### config.mk
export PLATFORM = sky130hd
export DESIGN_NAME = bht_ctrl
export DESIGN_NICKNAME = d
export VERILOG_FILES = /design/src/hdl/bht_pkg.sv /design/src/hdl/bht_ctrl.sv
export SDC_FILE = /design/constraint.sdc
export NUM_CORES = 1
export LEC_CHECK = 0
export BUFFER_PORTS_ARGS = -buffer_cell sky130_fd_sc_hd__buf_2
export CORE_AREA = 4 4 41 43
export DETAILED_ROUTE_END_ITERATION = 8
export DIE_AREA = 0 0 45 47
export GPL_TIMING_DRIVEN = 0
export PLACE_DENSITY = 0.71
export SYNTH_ARGS = -nofsm -noshare
export SYNTH_HDL_FRONTEND = slang
export SYNTH_SLANG_ARGS = --single-unit
### constraint.sdc
create_clock -name i_clk -period 1.22 [get_ports i_clk]
set_clock_uncertainty 0.15 [all_clocks]
set_input_delay 0 -clock i_clk [delete_from_list [all_inputs] [get_ports i_clk]]
set_output_delay 0 -clock i_clk [all_outputs]
set_load 0.1 [all_outputs]
### src/hdl/bht_pkg.sv
// Shared types and constants of the bucketed hash table unit.
`default_nettype none

package bht_pkg;

    localparam int KEY_W     = 32;
    localparam int VAL_W     = 32;
    localparam int CNT_W     = 9;
    localparam int REMOVED_W = 4;

    localparam logic [CNT_W-1:0] BUCKET_COUNT_RESET = 9'd256;

    // remainder unit: quotient bits retired per cycle
    localparam int MOD_STEP_BITS = 4;
    localparam int MOD_CYCLES    = KEY_W / MOD_STEP_BITS;
    localparam int MOD_CNT_W     = (MOD_CYCLES > 1) ? $clog2(MOD_CYCLES) : 1;

    localparam int PADDR_W = 2;
    localparam int PDATA_W = 32;
    localparam logic [PADDR_W-1:0] ADDR_BUCKET_COUNT = 2'd0;

    typedef enum logic [1:0] {
        ACT_INSERT = 2'd0,
        ACT_LOOKUP = 2'd1,
        ACT_DELETE = 2'd2,
        ACT_CLEAR  = 2'd3
    } t_action;

    typedef enum logic [1:0] {
        ST_OK        = 2'd0,
        ST_NOT_FOUND = 2'd1,
        ST_FULL      = 2'd2
    } t_status;

    typedef struct packed {
        t_action            action;
        logic [KEY_W-1:0]   key;
        logic [VAL_W-1:0]   value;
    } t_bht_in;

    typedef struct packed {
        t_status                status;
        logic [VAL_W-1:0]       found_value;
        logic [REMOVED_W-1:0]   removed_count;
    } t_bht_out;

    // controller -> datapath
    typedef struct packed {
        logic    load;
        logic    mod_step;
        logic    ins_write;
        logic    scan_adv;
        logic    del_step;
        logic    clr_step;
        logic    finish;
        logic    hit;
        t_status st;
    } t_bht_cmd;

    // datapath -> controller
    typedef struct packed {
        t_action action;
        logic    mod_last;
        logic    fill_full;
        logic    fill_zero;
        logic    match;
        logic    scan_last;
        logic    none_removed;
        logic    clr_last;
    } t_bht_sts;

endpackage

`default_nettype wire

### src/hdl/bht_ctrl.sv
// Operation sequencer of the bucketed hash table unit.
`default_nettype none

module bht_ctrl (
    input  wire logic              i_clk,
    input  wire logic              i_rst_n,
    input  wire logic              i_start,
    input  wire bht_pkg::t_bht_sts i_sts,
    output bht_pkg::t_bht_cmd      o_cmd,
    output logic                   o_busy,
    output logic                   o_done
);

    import bht_pkg::*;

    typedef enum logic [2:0] {
        S_INIT,
        S_IDLE,
        S_MOD,
        S_FILL,
        S_DECIDE,
        S_SCAN,
        S_CLEAR
    } t_state;

    t_state   r_state, n_state;
    logic     r_busy, r_done;
    t_bht_cmd cmd;

    always_comb begin
        n_state = r_state;
        cmd     = '0;
        cmd.st  = ST_OK;
        case (r_state)
            S_INIT: begin
                cmd.clr_step = 1'b1;
                if (i_sts.clr_last) begin
                    n_state = S_IDLE;
                end
            end
            S_IDLE: begin
                if (i_start) begin
                    cmd.load = 1'b1;
                    n_state  = S_MOD;
                end
            end
            S_MOD: begin
                cmd.mod_step = 1'b1;
                if (i_sts.mod_last) begin
                    n_state = S_FILL;
                end
            end
            S_FILL: begin
                n_state = S_DECIDE;
            end
            S_DECIDE: begin
                case (i_sts.action)
                    ACT_INSERT: begin
                        cmd.finish = 1'b1;
                        if (i_sts.fill_full) begin
                            cmd.st = ST_FULL;
                        end else begin
                            cmd.ins_write = 1'b1;
                        end
                    end
                    ACT_LOOKUP, ACT_DELETE: begin
                        if (i_sts.fill_zero) begin
                            cmd.finish = 1'b1;
                            cmd.st     = ST_NOT_FOUND;
                        end else begin
                            n_state = S_SCAN;
                        end
                    end
                    ACT_CLEAR: begin
                        n_state = S_CLEAR;
                    end
                    default: begin
                        n_state = S_IDLE;
                    end
                endcase
            end
            S_SCAN: begin
                if (i_sts.action == ACT_LOOKUP) begin
                    if (i_sts.match) begin
                        cmd.finish = 1'b1;
                        cmd.hit    = 1'b1;
                    end else if (i_sts.scan_last) begin
                        cmd.finish = 1'b1;
                        cmd.st     = ST_NOT_FOUND;
                    end else begin
                        cmd.scan_adv = 1'b1;
                    end
                end else begin
                    cmd.del_step = 1'b1;
                    if (i_sts.scan_last) begin
                        cmd.finish = 1'b1;
                        cmd.st     = i_sts.none_removed ? ST_NOT_FOUND : ST_OK;
                    end else begin
                        cmd.scan_adv = 1'b1;
                    end
                end
            end
            S_CLEAR: begin
                cmd.clr_step = 1'b1;
                if (i_sts.clr_last) begin
                    cmd.finish = 1'b1;
                end
            end
            default: begin
                n_state = S_IDLE;
            end
        endcase
        if (cmd.finish) begin
            n_state = S_IDLE;
        end
    end

    always_ff @(posedge i_clk) begin
        if (!i_rst_n) begin
            r_state <= S_INIT;
            r_busy  <= 1'b1;
            r_done  <= 1'b0;
        end else begin
            r_state <= n_state;
            r_busy  <= (n_state != S_IDLE);
            r_done  <= cmd.finish;
        end
    end

    assign o_cmd  = cmd;
    assign o_busy = r_busy;
    assign o_done = r_done;

endmodule

`default_nettype wire

---- Word-level counts from Yosys, hierarchy flattened ----
Index checks and enable logic that the tools add are counted.
storage, ports and cells
  flip-flop bits (word level) ............. 5
  memory bits (read-only) ................. 0
  latch bits .............................. 0
  memory bits (writable) .................. 0
  word-level logic and storage cells ...... 56
  output and inout bits ................... 12
  memories ................................ 0
operators by class
  equal/unequal tests ..................... 10
  mux-type cells .......................... 38
  $add $sub $neg .......................... 0
  reduce and logical (&&, ||, !) cells .... 5
  multipliers ............................. 0
  $lt $le $gt $ge ......................... 0
  shift-type cells ........................ 0
  bitwise operators ....................... 0
  div/mod/pow operators ................... 0
operators with widths
  cell                number
  $mux 1              25
  $pmux 3 s6          1
  $mux 3              5
  $eq 3x3->1 const B  3
  $pmux 2 s2          2
  $eq 3x2->1 const B  2
  $pmux 3 s2          1
  $reduce_or 2->1     3
  $eq 2x2->1 const B  2
  $mux 2              2
  $eq 3x1->1 const B  1
  $logic_not 3->1     1
  $ne 3x1->1 const B  1
  $pmux 1 s3          1
  $eq 2x1->1 const B  1
  $logic_not 2->1     1
  $pmux 1 s2          1

---- Longest topological paths before layout ----
Gate-level depths: netlist of run 1.
  depth in word-level cells ............... 6
  mapped depth ............................ 6

---- Least setup slack after synthesis of run 1 ----
OpenSTA, ideal clock, no wires.
  path kind ............................... reg2reg
  start ................................... reg r_state[0]
  end ..................................... reg r_state[1]
  setup slack ............................. -1953 ps
  arrival time ............................ 2934 ps
  data required time ...................... 981 ps
  stages on the path, launching flop included .. 6
  library setup time ...................... 89 ps
  cell sequence ........................... dfxtp_1 buf_2 nand2_1 nor3_1 nor2_1 nor3b_1
between the ends
  word-level cells in the longest chain between the ends .. 4
  elaborated cells between the ends (all ways) .. 11
  classes of those cells .................. eq/ne (6); mux (3); reduce/logical (2)
ends and longest elaborated chain
  element                           RTL line         RTL
  start: declaration                bht_ctrl.sv:26   t_state r_state, n_state;
  start signal: assignment          bht_ctrl.sv:124  r_state <= n_state;
  $eq 3x3->1                        bht_ctrl.sv:34   case (r_state)
  $reduce_or 2->1 (no source line)  n/a
  $pmux 3 s6                        bht_ctrl.sv:34
  $mux 3 *                          bht_ctrl.sv:113  if (cmd.finish) begin
Mark *: on every way between the ends. The rest lies on a longest branch, timed or not.
A chain may end at the register's enable or synchronous reset.

==> summary.txt, run 1 <==
Critical path
  • Critical-path top delay cell: dfxtp_2
  • CP arrival: 1.48 ns
  • CP Launch Type: flop
  • Crit-path cells: and2b_4 > buf_4 > nand2_4 > o22ai_4 > buf_12
  • Type of the worst setup path: reg -> out
  • CP endpoint kind: output port
  • Flop-to-flop setup slack: -0.31 ns
  • Critical Path Fanout Max: 4
  • Crit path max-delay family: simple AND/OR/NAND/NOR gates
  • CP bufs+invs: 2
  • Max incr delay on CP: 0.32 ns
  • WP data required: between 1 and 1.5 ns

Timing
  • Final setup violation count: 15
  • Setup TNS: -4.44 ns
  • Final Hold Vio Count: 0
  • Unrepaired setup endpoints after global routing: yes
  • Slew HR: 67.9%
  • Final Max Tran Viols: 0
  • Fin crit period: roughly 1.6 ns
  • Final worst path period share: 134%
  • Final worst slack: -0.413 ns
  • Fmax: approximately 610 MHz
  • Worst slew pin tran: 0.485 ns

Floorplanning
  • Core box area: around 1300 sq um
  • IO Pins: 24
  • Effective utilization at floorplan: between 30% and 40%
  • Die Ht: ~47 microns
  • Die Wd: between 40 and 50 microns
  • # rows: 13
  • Full die area: approximately 2100 sq um

Synthesis
  • Net Count, Synth: 83
  • Synth unique cells: 28
  • Syn Std Cell Area: 483 sq um
  • Seq/Total Area, Yosys: between 20% and 30%
  • Yosys reg bits: 5
  • Area share of fa/ha/maj cells after synthesis: between 10 and 15%
  • Mux cell area share after synthesis: under 10%
  • Compound-Gate Fraction of Synth Area: 21.5%
  • Simple-gate share of the synthesized area: 36.3%
  • Post-Synthesis Cells: 67
  • Yosys Warn Count: 0
  • Largest family of logic cells by synthesized area: simple AND/OR/NAND/NOR gates
  • Post-synthesis area per instance: 7.21 sq um
  • Post-Synth XOR/XNOR Area: 0%

Routing
  • Drt initial violations: 20
  • Final WL: a little over 2 mm
  • First drt pass iteration count: 4
  • Total number of vias: ~700
  • Post-DRT Antenna Nets: 0
  • Routed wire length per instance: about 16 microns
  • Via density: around 5.6
  • DRC viols: 0

Pwr
  • Comb power frac: 54.5%
  • Power share of the sequential group: about 23%
  • P_sw: about 0.34 mW
  • PD cells: between 700 and 800 nW/um^2
  • Post-layout power: roughly 0.83 mW
  • Clock power share: 23.0%
  • Switch share: between 40% and 50%
  • Internal: just under 0.5 mW
  • Peak supply drop: 0.000858 V
  • Leak: 0.478 nW

Run
  • Maxcap violations: 0

Finish
  • Layout Cells excl Fill: 125
  • Commonest non-fill, non-tap cell in the layout: buf_2
  • NumNets Final: between 100 and 150
  • Fillers: 69
  • Area Growth Syn to Fin: 131%
  • Post-layout util: between 80% and 90%
  • Layout cells sized above 1: between 60% and 70%
  • Most frequent cells in the layout: buf_2, buf_12, buf_4
  • Ant. Diodes: 0

Clocking
  • CTS tree: done
  • Worst-skew pair later-pin latency: between 0.2 and 0.25 ns
  • CTS root buf: clkbuf_4
  • Cts bufs inserted: 3
  • CTS clk-pin slew, worst paths: 0.04 ns
  • Clock sink count: 5
  • CTS max path bufs: 2
  • H-tree Lvls: 1

Global routing
  • Initial antenna violation count: 0
  • Grt ovf: 0
  • Total GRT Usage: 18.6%
  • Largest net degree at the start of global routing: 11
  • First-pass GRT wire length: around 2.8 mm
  • Number of global-route vias before repair: 662

Placed design
  • Dpl hpwl: slightly above 1 mm
  • Dpl ws: -0.506 ns
  • Port bufs: 23
  • Post-Place Cells: between 100 and 150
  • Routability cong.: between 0.8 and 0.9

Outcome
  • Status: finished, violations left
  • Failing checks: negative setup slack

Min path
  • Hold WC Path Type: in -> reg
==> layer usage <==
metal  vias up  wire, microns  track usage [%]
li1        324              -                -
met1       337            789             19.5
met2        30           1080             33.9
met3         8            111             8.05
met4         0             69             5.26
met5         -              0                0
==> area by class of cell <==
| class | instances | area (sq um) | share of cell area, % |
|---|---|---|---|
| plain buffers | 3 | 47.5 | 4.26 |
| clock buffers | 4 | 26.3 | 2.36 |
| inverters | 5 | 22.5 | 2.02 |
| multi-input cells | 53 | 473 | 42.4 |
| flip-flops and latches | 5 | 106 | 9.54 |
| well taps | 15 | 18.8 | 1.68 |
| repair buffers | 40 | 420 | 37.7 |
==> synthesized netlist by cell type, drive strengths merged <==
master	count	area share [%]
mux2i	1	2.1
and3	1	1.3
buf	3	4.4
a32oi	1	1.8
o21a	1	1.6
nand3	2	2.1
inv	5	3.9
o31ai	2	3.1
o41ai	1	1.8
clkbuf	1	0.78
nand3b	2	3.1
a31oi	1	1.3
o21ai	1	1.0
dfxtp	5	21
nor3b	3	4.7
and2b	1	2.1
nor4b	2	3.6
a211o	1	1.8
and2	2	2.6
nor2	9	7.5
nor3	3	3.1
o22ai	2	3.9
ha	4	10
a21oi	5	5.2
nand2	8	6.2
==> power by group through the flow <==
stage	clock, mW	combinational, mW	sequential (mW)
3_3_place_gp	0	0.318	0.182
2_1_floorplan	0	0.229	0.213
6_report	0.192	0.453	0.187
5_1_grt	0.212	0.478	0.188
4_1_cts	0.199	0.393	0.187
3_5_place_dp	0	0.319	0.183
==> timing repair <==
action,CTS,global route
hold buffers,2,0
buffers inserted,10,5
resized for setup,48,17
pin swaps,7,12
setup endpoints to repair,15,15
hold endpoints to repair,5,0
==> worst paths after layout <==
kind,startpoint,endpoint,depth (start not counted)
worst max-delay path,r_state[1]$_SDFF_PN0_,o_cmd[3],5
worst min-delay path,i_sts[0],o_busy$_SDFF_PN1_,4
worst max register to register,r_state[0]$_SDFF_PN0_,r_state[2]$_SDFF_PN0_,7
worst min register to register,r_state[1]$_SDFF_PN0_,r_state[2]$_SDFF_PN0_,3
==> state kept, by name, indices dropped and copies added, names as in the netlist <==
register,cells
r_state,3
o_busy,1
o_done,1
==> cell families (layout without fill, tap and decap cells) <==
group | count (synthesis) | count (layout)
simple gates | 33 | 33
buf+inv | 9 | 52
flops | 5 | 5
compound gates | 15 | 15
fa+ha+maj | 4 | 4
mux | 1 | 1
==> per-stage QoR <==
step / hold slack, ns / area [sq um]
4_1_cts: 0.0339 / 1010
3_5_place_dp: 0.0967 / 723
3_3_place_gp: 0.110 / 723
5_1_grt: 0.107 / 1110
2_1_floorplan: -0.0614 / 589
6_report: 0.0702 / 1110
==> worst register-to-register path, stage by stage (launching register included) <==
cell and delay [ns]:
dfxtp_4 0.36, clkbuf_16 0.15, buf_6 0.11, buf_6 0.11
buf_4 0.13, nand2_2 0.06, a21oi_2 0.07, nor4b_2 0.28
No activity file was read; power rests on OpenSTA's default activity.
==> run 2: changes to the inputs <==
- ABC_AREA: default -> 1
- CORE_AREA: 4 4 41 43 -> default
- CORE_MARGIN: default -> 4
- CORE_UTILIZATION: default -> 40
- DIE_AREA: 0 0 45 47 -> default
- PLACE_DENSITY: 0.71 -> 0.75
==> run 2 against run 1 <==
The run still ends with negative setup slack left. Power increased by 1.2%. Via count decreased by 5.3%. Sequential power increased by 9.6%.
==> summary.txt, run 2 <==
Outcome
  • Status: finished, violations left
  • Failing checks: negative setup slack

Finish
  • Most frequent cells in the layout: buf_2, nand2_1, buf_12
  • Area occupied by multi-input gates: between 400 and 500 sq um
  • Post-route design area: roughly 1100 sq um
  • Reg with most FFs: r_state
  • Layout cells sized above 1: between 60 and 70%
  • NumNets Final: about 140
  • Commonest non-fill, non-tap cell in the layout: buf_2
  • Register area: about 110 sq um
  • Max FFs per register: 3
  • Ant. Diodes: 0
  • Area Growth Syn to Fin: 101%
  • Fillers: 49

Critical path
  • CP arrival: about 1.4 ns
  • Worst reg2reg path depth: 10
  • Crit path max-delay family: buffers and inverters
  • Crit-path cells: nor2_4 > buf_4 > buf_6 > nand2_2 > o21ai_4 > buf_12
  • FF-to-FF End: r_state[2]$_SDFF_PN0_
  • Critical Path Fanout Max: 5
  • CP bufs+invs: 3
  • Critical-path top delay cell: dfxtp_4
  • CP endpoint kind: output port
  • CP Launch Type: flop
  • Max incr delay on CP: ~0.38 ns
  • Flop-to-flop setup slack: -0.23 ns
  • Type of the worst setup path: reg -> out
  • WP data required: around 1.1 ns
  • R2R Path Start: r_state[2]$_SDFF_PN0_

Clocking
  • H-tree Lvls: 1
  • CTS max path bufs: 2
  • Clock sink count: 5
  • Worst-skew pair later-pin latency: 0.24 ns
  • CTS clk-pin slew, worst paths: about 0.040 ns
  • CTS tree: done
  • Cts bufs inserted: 3
  • CTS root buf: clkbuf_4

Routing
  • Final WL: 1.83 mm
  • Drt initial violations: 12
  • Total number of vias: 662
  • First drt pass iteration count: 4
  • DRC viols: 0
  • Via density: approximately 4.9
  • Post-DRT Antenna Nets: 0
  • Routed wire length per instance: 13.6 microns

Placed design
  • Routability cong.: 0.786
  • Dpl hpwl: ~1000 microns
  • Port bufs: 23
  • Dpl ws: -0.378 ns
  • Area after DPL: roughly 740 sq um

Synthesis
  • Net Count, Synth: 97
  • Yosys Warn Count: 0
  • Synth unique cells: 21
  • Top cell type's share of synthesized area: 18.8%
  • Post-Synthesis Cells: 81
  • Ys async rst share: 0%
  • Post-synth EDFFs: 0
  • Seq/Total Area, Yosys: a little under a fifth
  • Synth area leader: dfxtp_1
  • Yosys reg bits: 5
  • Syn Std Cell Area: between 500 and 600 sq um
  • Top cells by count, synth: nand2_1, nor2_1, inv_1
  • Dominant synthesized flop cell: dfxtp_1
  • Top-count cell post-synth: nand2_1
  • Synth top area cells: dfxtp_1, nand2_1, ha_1, nor2_4, nor2_1
  • Post-synthesis area per instance: 6.58 sq um

Global routing
  • Initial antenna violation count: 0
  • Total GRT Usage: approximately a fifth
  • Grt ovf: 0
  • Largest net degree at the start of global routing: 8
  • First-pass GRT wire length: between 3 and 4 mm
  • Number of global-route vias before repair: 650

Timing
  • Final worst path period share: 124%
  • Final worst slack: -0.288 ns
  • Unrepaired setup endpoints after global routing: yes
  • Final setup violation count: 15
  • Worst slew pin tran: 0.488 ns
  • Setup TNS: -2.96 ns
  • Final Hold Vio Count: 0
  • Fin crit period: 1.51 ns
  • Final Max Tran Viols: 0
  • Fmax: approximately 660 MHz
  • Slew HR: between 60% and 70%

Floorplanning
  • Die Ht: roughly 45 microns
  • Effective utilization at floorplan: around 45%
  • Full die area: 1980 sq um
  • Die Wd: between 40 and 50 microns
  • # rows: 12
  • IO Pins: 24
  • Core box area: about 1200 sq um

Min path
  • Hold WC Path Type: in -> reg
  • WHS Path Cells: 7
  • Hold Path End: r_state[0]$_SDFF_PN0_
  • Min-delay src: i_sts[6]

Pwr
  • Switch share: 44.4%
  • Comb power frac: between 50% and 60%
  • Clock power share: approximately 23%
  • Peak supply drop: 0.00100 V
  • Internal: 0.468 mW
  • Power share of the sequential group: 24.4%
  • PD cells: approximately 800 nW/um^2
  • P_sw: between 0.3 and 0.4 mW
  • Leak: 0.525 nW

Run
  • Maxcap violations: 0
## run 2: per-stage QoR
step	instances	total power, mW	util, %	hold slack, ns
2_1_floorplan	81	0.464	-	-0.0521
3_3_place_gp	118	0.521	62.2	0.0612
6_report	134	0.841	90.5	0.000908
3_5_place_dp	118	0.524	62.2	0.0619
5_1_grt	134	0.890	90.5	0.0351
4_1_cts	133	0.797	87.6	0.000742
## run 2: layer usage
metal	up-vias	global-route usage [%]	part of all wire [%]
met5	-	0	0
met4	0	6.02	1.5
met3	2	5.69	5.0
met2	20	37.5	54
met1	309	24.0	39
li1	331	-	-
## run 2: logic make-up after synthesis
group / after synthesis / share of synthesized area [%]
adders and majority gates: 4 / 9.39
DFF: 5 / 18.8
buffers and inverters: 15 / 11.3
AOI/OAI and AO/OA: 5 / 6.10
and+or+nand+nor: 52 / 54.5
## run 2: worst max-delay path by stage
stage	start	slack (ns)	to	depth (start not counted)
6_report	r_state[0]$_SDFF_PN0_	-0.29	o_cmd[4]	6
3_3_place_gp	i_sts[8]	-0.35	o_cmd[3]	10
4_1_cts	r_state[0]$_SDFF_PN0_	-0.24	o_cmd[3]	6
2_1_floorplan	r_state[0]$_SDFF_PN0_	-0.41	o_busy$_SDFF_PN1_	10
3_5_place_dp	i_sts[8]	-0.38	o_cmd[3]	10
5_1_grt	r_state[0]$_SDFF_PN0_	-0.34	o_cmd[3]	6
## run 2: final cells by class
type / instances / area share [%]
tap: 14 / 1.63
multi-input combinational: 61 / 44.6
inverter: 14 / 5.36
buffer: 1 / 1.05
sequential: 5 / 10.1
timing repair buffer: 35 / 34.7
clock buffer: 4 / 2.45
## run 2: power by group through the flow
stage          Clock, mW  Sequential [mW]  Combinational [mW]
3_3_place_gp           0            0.202               0.319
6_report           0.190            0.205               0.446
3_5_place_dp           0            0.202               0.322
2_1_floorplan          0            0.236               0.227
4_1_cts            0.193            0.203               0.402
5_1_grt            0.210            0.207               0.472
## run 2: repair_timing
action                     4_1_cts  5_1_grt
setup endpoints to repair       14       15
hold buffers                     1        0
pin swaps                        8        6
hold endpoints to repair         5        0
setup buffers                    9        3
gates resized for setup         51        9
cloned                           1        0
## run 2: tightest hold or removal path, delay by kind of cell
family        cells  cell delay, ns
simple gates      4            0.21
buf+inv           3            0.15
==> run 3: changes to the inputs <==
- REMOVE_ABC_BUFFERS: default -> 1
==> run 3 against run 2 <==
The run still ends with negative setup slack left. Clock power increased by 2%. Fmax increased by 0.56%. Worst setup slack improved by 0.0084 ns. Clock-buffer cell count unchanged. Global-route usage decreased by 1.2 points.
==> summary.txt, run 3 (synthesized netlist as in run 2, its figures left out) <==
Outcome
  • Status: finished, violations left
  • Failing checks: negative setup slack

Placed design
  • Port bufs: 23
  • Dpl hpwl: approximately 1 mm
  • Dpl ws: -0.438 ns
  • Routability cong.: roughly 0.75
  • Post-Place Cells: 117

Timing
  • Final Hold Vio Count: 0
  • Final worst slack: -0.279 ns
  • Final worst path period share: 123%
  • Final setup violation count: 14
  • Final Max Tran Viols: 0
  • Unrepaired setup endpoints after global routing: yes
  • Fin crit period: 1.50 ns
  • Slew HR: about two thirds
  • Fmax: around 670 MHz
  • Worst slew pin tran: approximately 0.5 ns

Finish
  • Layout cells sized above 1: between 60 and 70%
  • Area Growth Syn to Fin: 88.5%
  • Max FFs per register: 3
  • Post-layout util: around 85%
  • Reg with most FFs: r_state
  • Ant. Diodes: 0
  • Layout Cells excl Fill: 131
  • Most frequent cells in the layout: nand2_1, buf_2, inv_1
  • NumNets Final: around 130

Floorplanning
  • Die Wd: approximately 45 microns
  • IO Pins: 24
  • Effective utilization at floorplan: between 40% and 50%
  • # rows: 12
  • Core box area: roughly 1200 sq um
  • Die Ht: roughly 45 microns
  • Full die area: slightly below 2000 sq um

Pwr
  • Leak: 0.483 nW
  • Post-layout power: roughly 0.86 mW
  • Peak supply drop: about 0.00077 V
  • PD cells: ~850 nW/um^2

Routing
  • Total number of vias: around 660
  • Drt initial violations: 11
  • Via density: 5.03
  • First drt pass iteration count: 4
  • DRC viols: 0
  • Routed wire length per instance: around 16 microns
  • Post-DRT Antenna Nets: 0
  • Final WL: 2.05 mm

Clocking
  • H-tree Lvls: 1
  • CTS max path bufs: 2
  • Clock sink count: 5
  • CTS root buf: clkbuf_4
  • Worst-skew pair later-pin latency: 0.24 ns
  • CTS clk-pin slew, worst paths: 0.05 ns
  • Cts bufs inserted: 3
  • CTS tree: done

Min path
  • WHS Path Cells: 7
  • Hold WC Path Type: in -> reg

Critical path
  • CP arrival: ~1.4 ns
  • WP data required: about 1.1 ns
  • Max incr delay on CP: between 0.3 and 0.4 ns
  • Crit-path cells: nand2_4 > nor2_4 > o2111ai_2 > o21ai_1 > buf_6
  • Critical-path top delay cell: dfxtp_4
  • Worst reg2reg path depth: 10
  • Critical Path Fanout Max: 5
  • CP endpoint kind: output port
  • Type of the worst setup path: reg -> out
  • CP Launch Type: flop

Global routing
  • Largest net degree at the start of global routing: 9
  • Number of global-route vias before repair: 608
  • First-pass GRT wire length: between 2 and 3 mm
  • Total GRT Usage: about 20%
  • Initial antenna violation count: 0
  • Grt ovf: 0

Run
  • Maxcap violations: 0
-- run 3: cell types whose count changed in the layout (fill, tap and decap cells not counted), sizes merged --
cell,previous run,this run
dlygate4sd3,1,2
buf,35,31
-- run 3: layer usage --
layer / track usage (%) / routed length [microns] / vias to the layer above / part of all wire, %
met4: 1.81 / 21 / 0 / 1.0
met3: 6.91 / 86 / 2 / 4.2
li1: - / - / 322 / -
met5: 0 / 0 / - / 0
met1: 23.0 / 831 / 320 / 40
met2: 35.8 / 1110 / 15 / 54
-- run 3: worst max-delay path: cells and delay by family (launching register included) --
family | cells | cell delay (ns)
buf+inv | 1 | 0.25
flops | 1 | 0.39
simple gates | 2 | 0.19
compound gates | 2 | 0.26
-- run 3: final timing paths --
path                                         endpoint  slack [ns]                   from
worst min register to register  r_state[2]$_SDFF_PN0_        0.56  r_state[0]$_SDFF_PN0_
worst max register to register      o_busy$_SDFF_PN1_       -0.25  r_state[0]$_SDFF_PN0_
worst max-delay path                         o_cmd[0]       -0.28  r_state[0]$_SDFF_PN0_
worst min-delay path            r_state[0]$_SDFF_PN0_        0.11               i_sts[0]
-- run 3: stage by stage --
| stage | hold WS (ns) | setup TNS, ns | area (sq um) |
|---|---|---|---|
| 6_report | 0.108 | -2.67 | 1000 |
| 3_5_place_dp | 0.0702 | -3.83 | 658 |
| 4_1_cts | 0.0450 | -2.23 | 950 |
| 2_1_floorplan | -0.0461 | -11.37 | 526 |
| 3_3_place_gp | 0.0645 | -3.45 | 658 |
| 5_1_grt | 0.136 | -3.35 | 1000 |
-- run 3: what timing repair did --
action,CTS,global route
gates resized for setup,57,11
buffers inserted,7,1
endpoints found under the setup margin,15,14
gates cloned,0,0
hold buffers,2,0
endpoints found under the hold margin,5,0
pin swaps,10,9
-- run 3: area by class of cell --
type / instances / area [sq um]
multi-input combinational: 61 / 470
timing repair buffer: 33 / 327
fill: 63 / 181
sequential: 5 / 111
inverter: 14 / 52.6
clock buffer: 4 / 26.3
tap: 14 / 17.5
-- run 3: power by group --
part / total [mW] / switching (mW) / internal, mW
Sequential: 0.200 / 0.0234 / 0.177
Clock: 0.194 / 0.0703 / 0.124
Combinational: 0.461 / 0.294 / 0.167
Total: 0.855 / 0.388 / 0.468
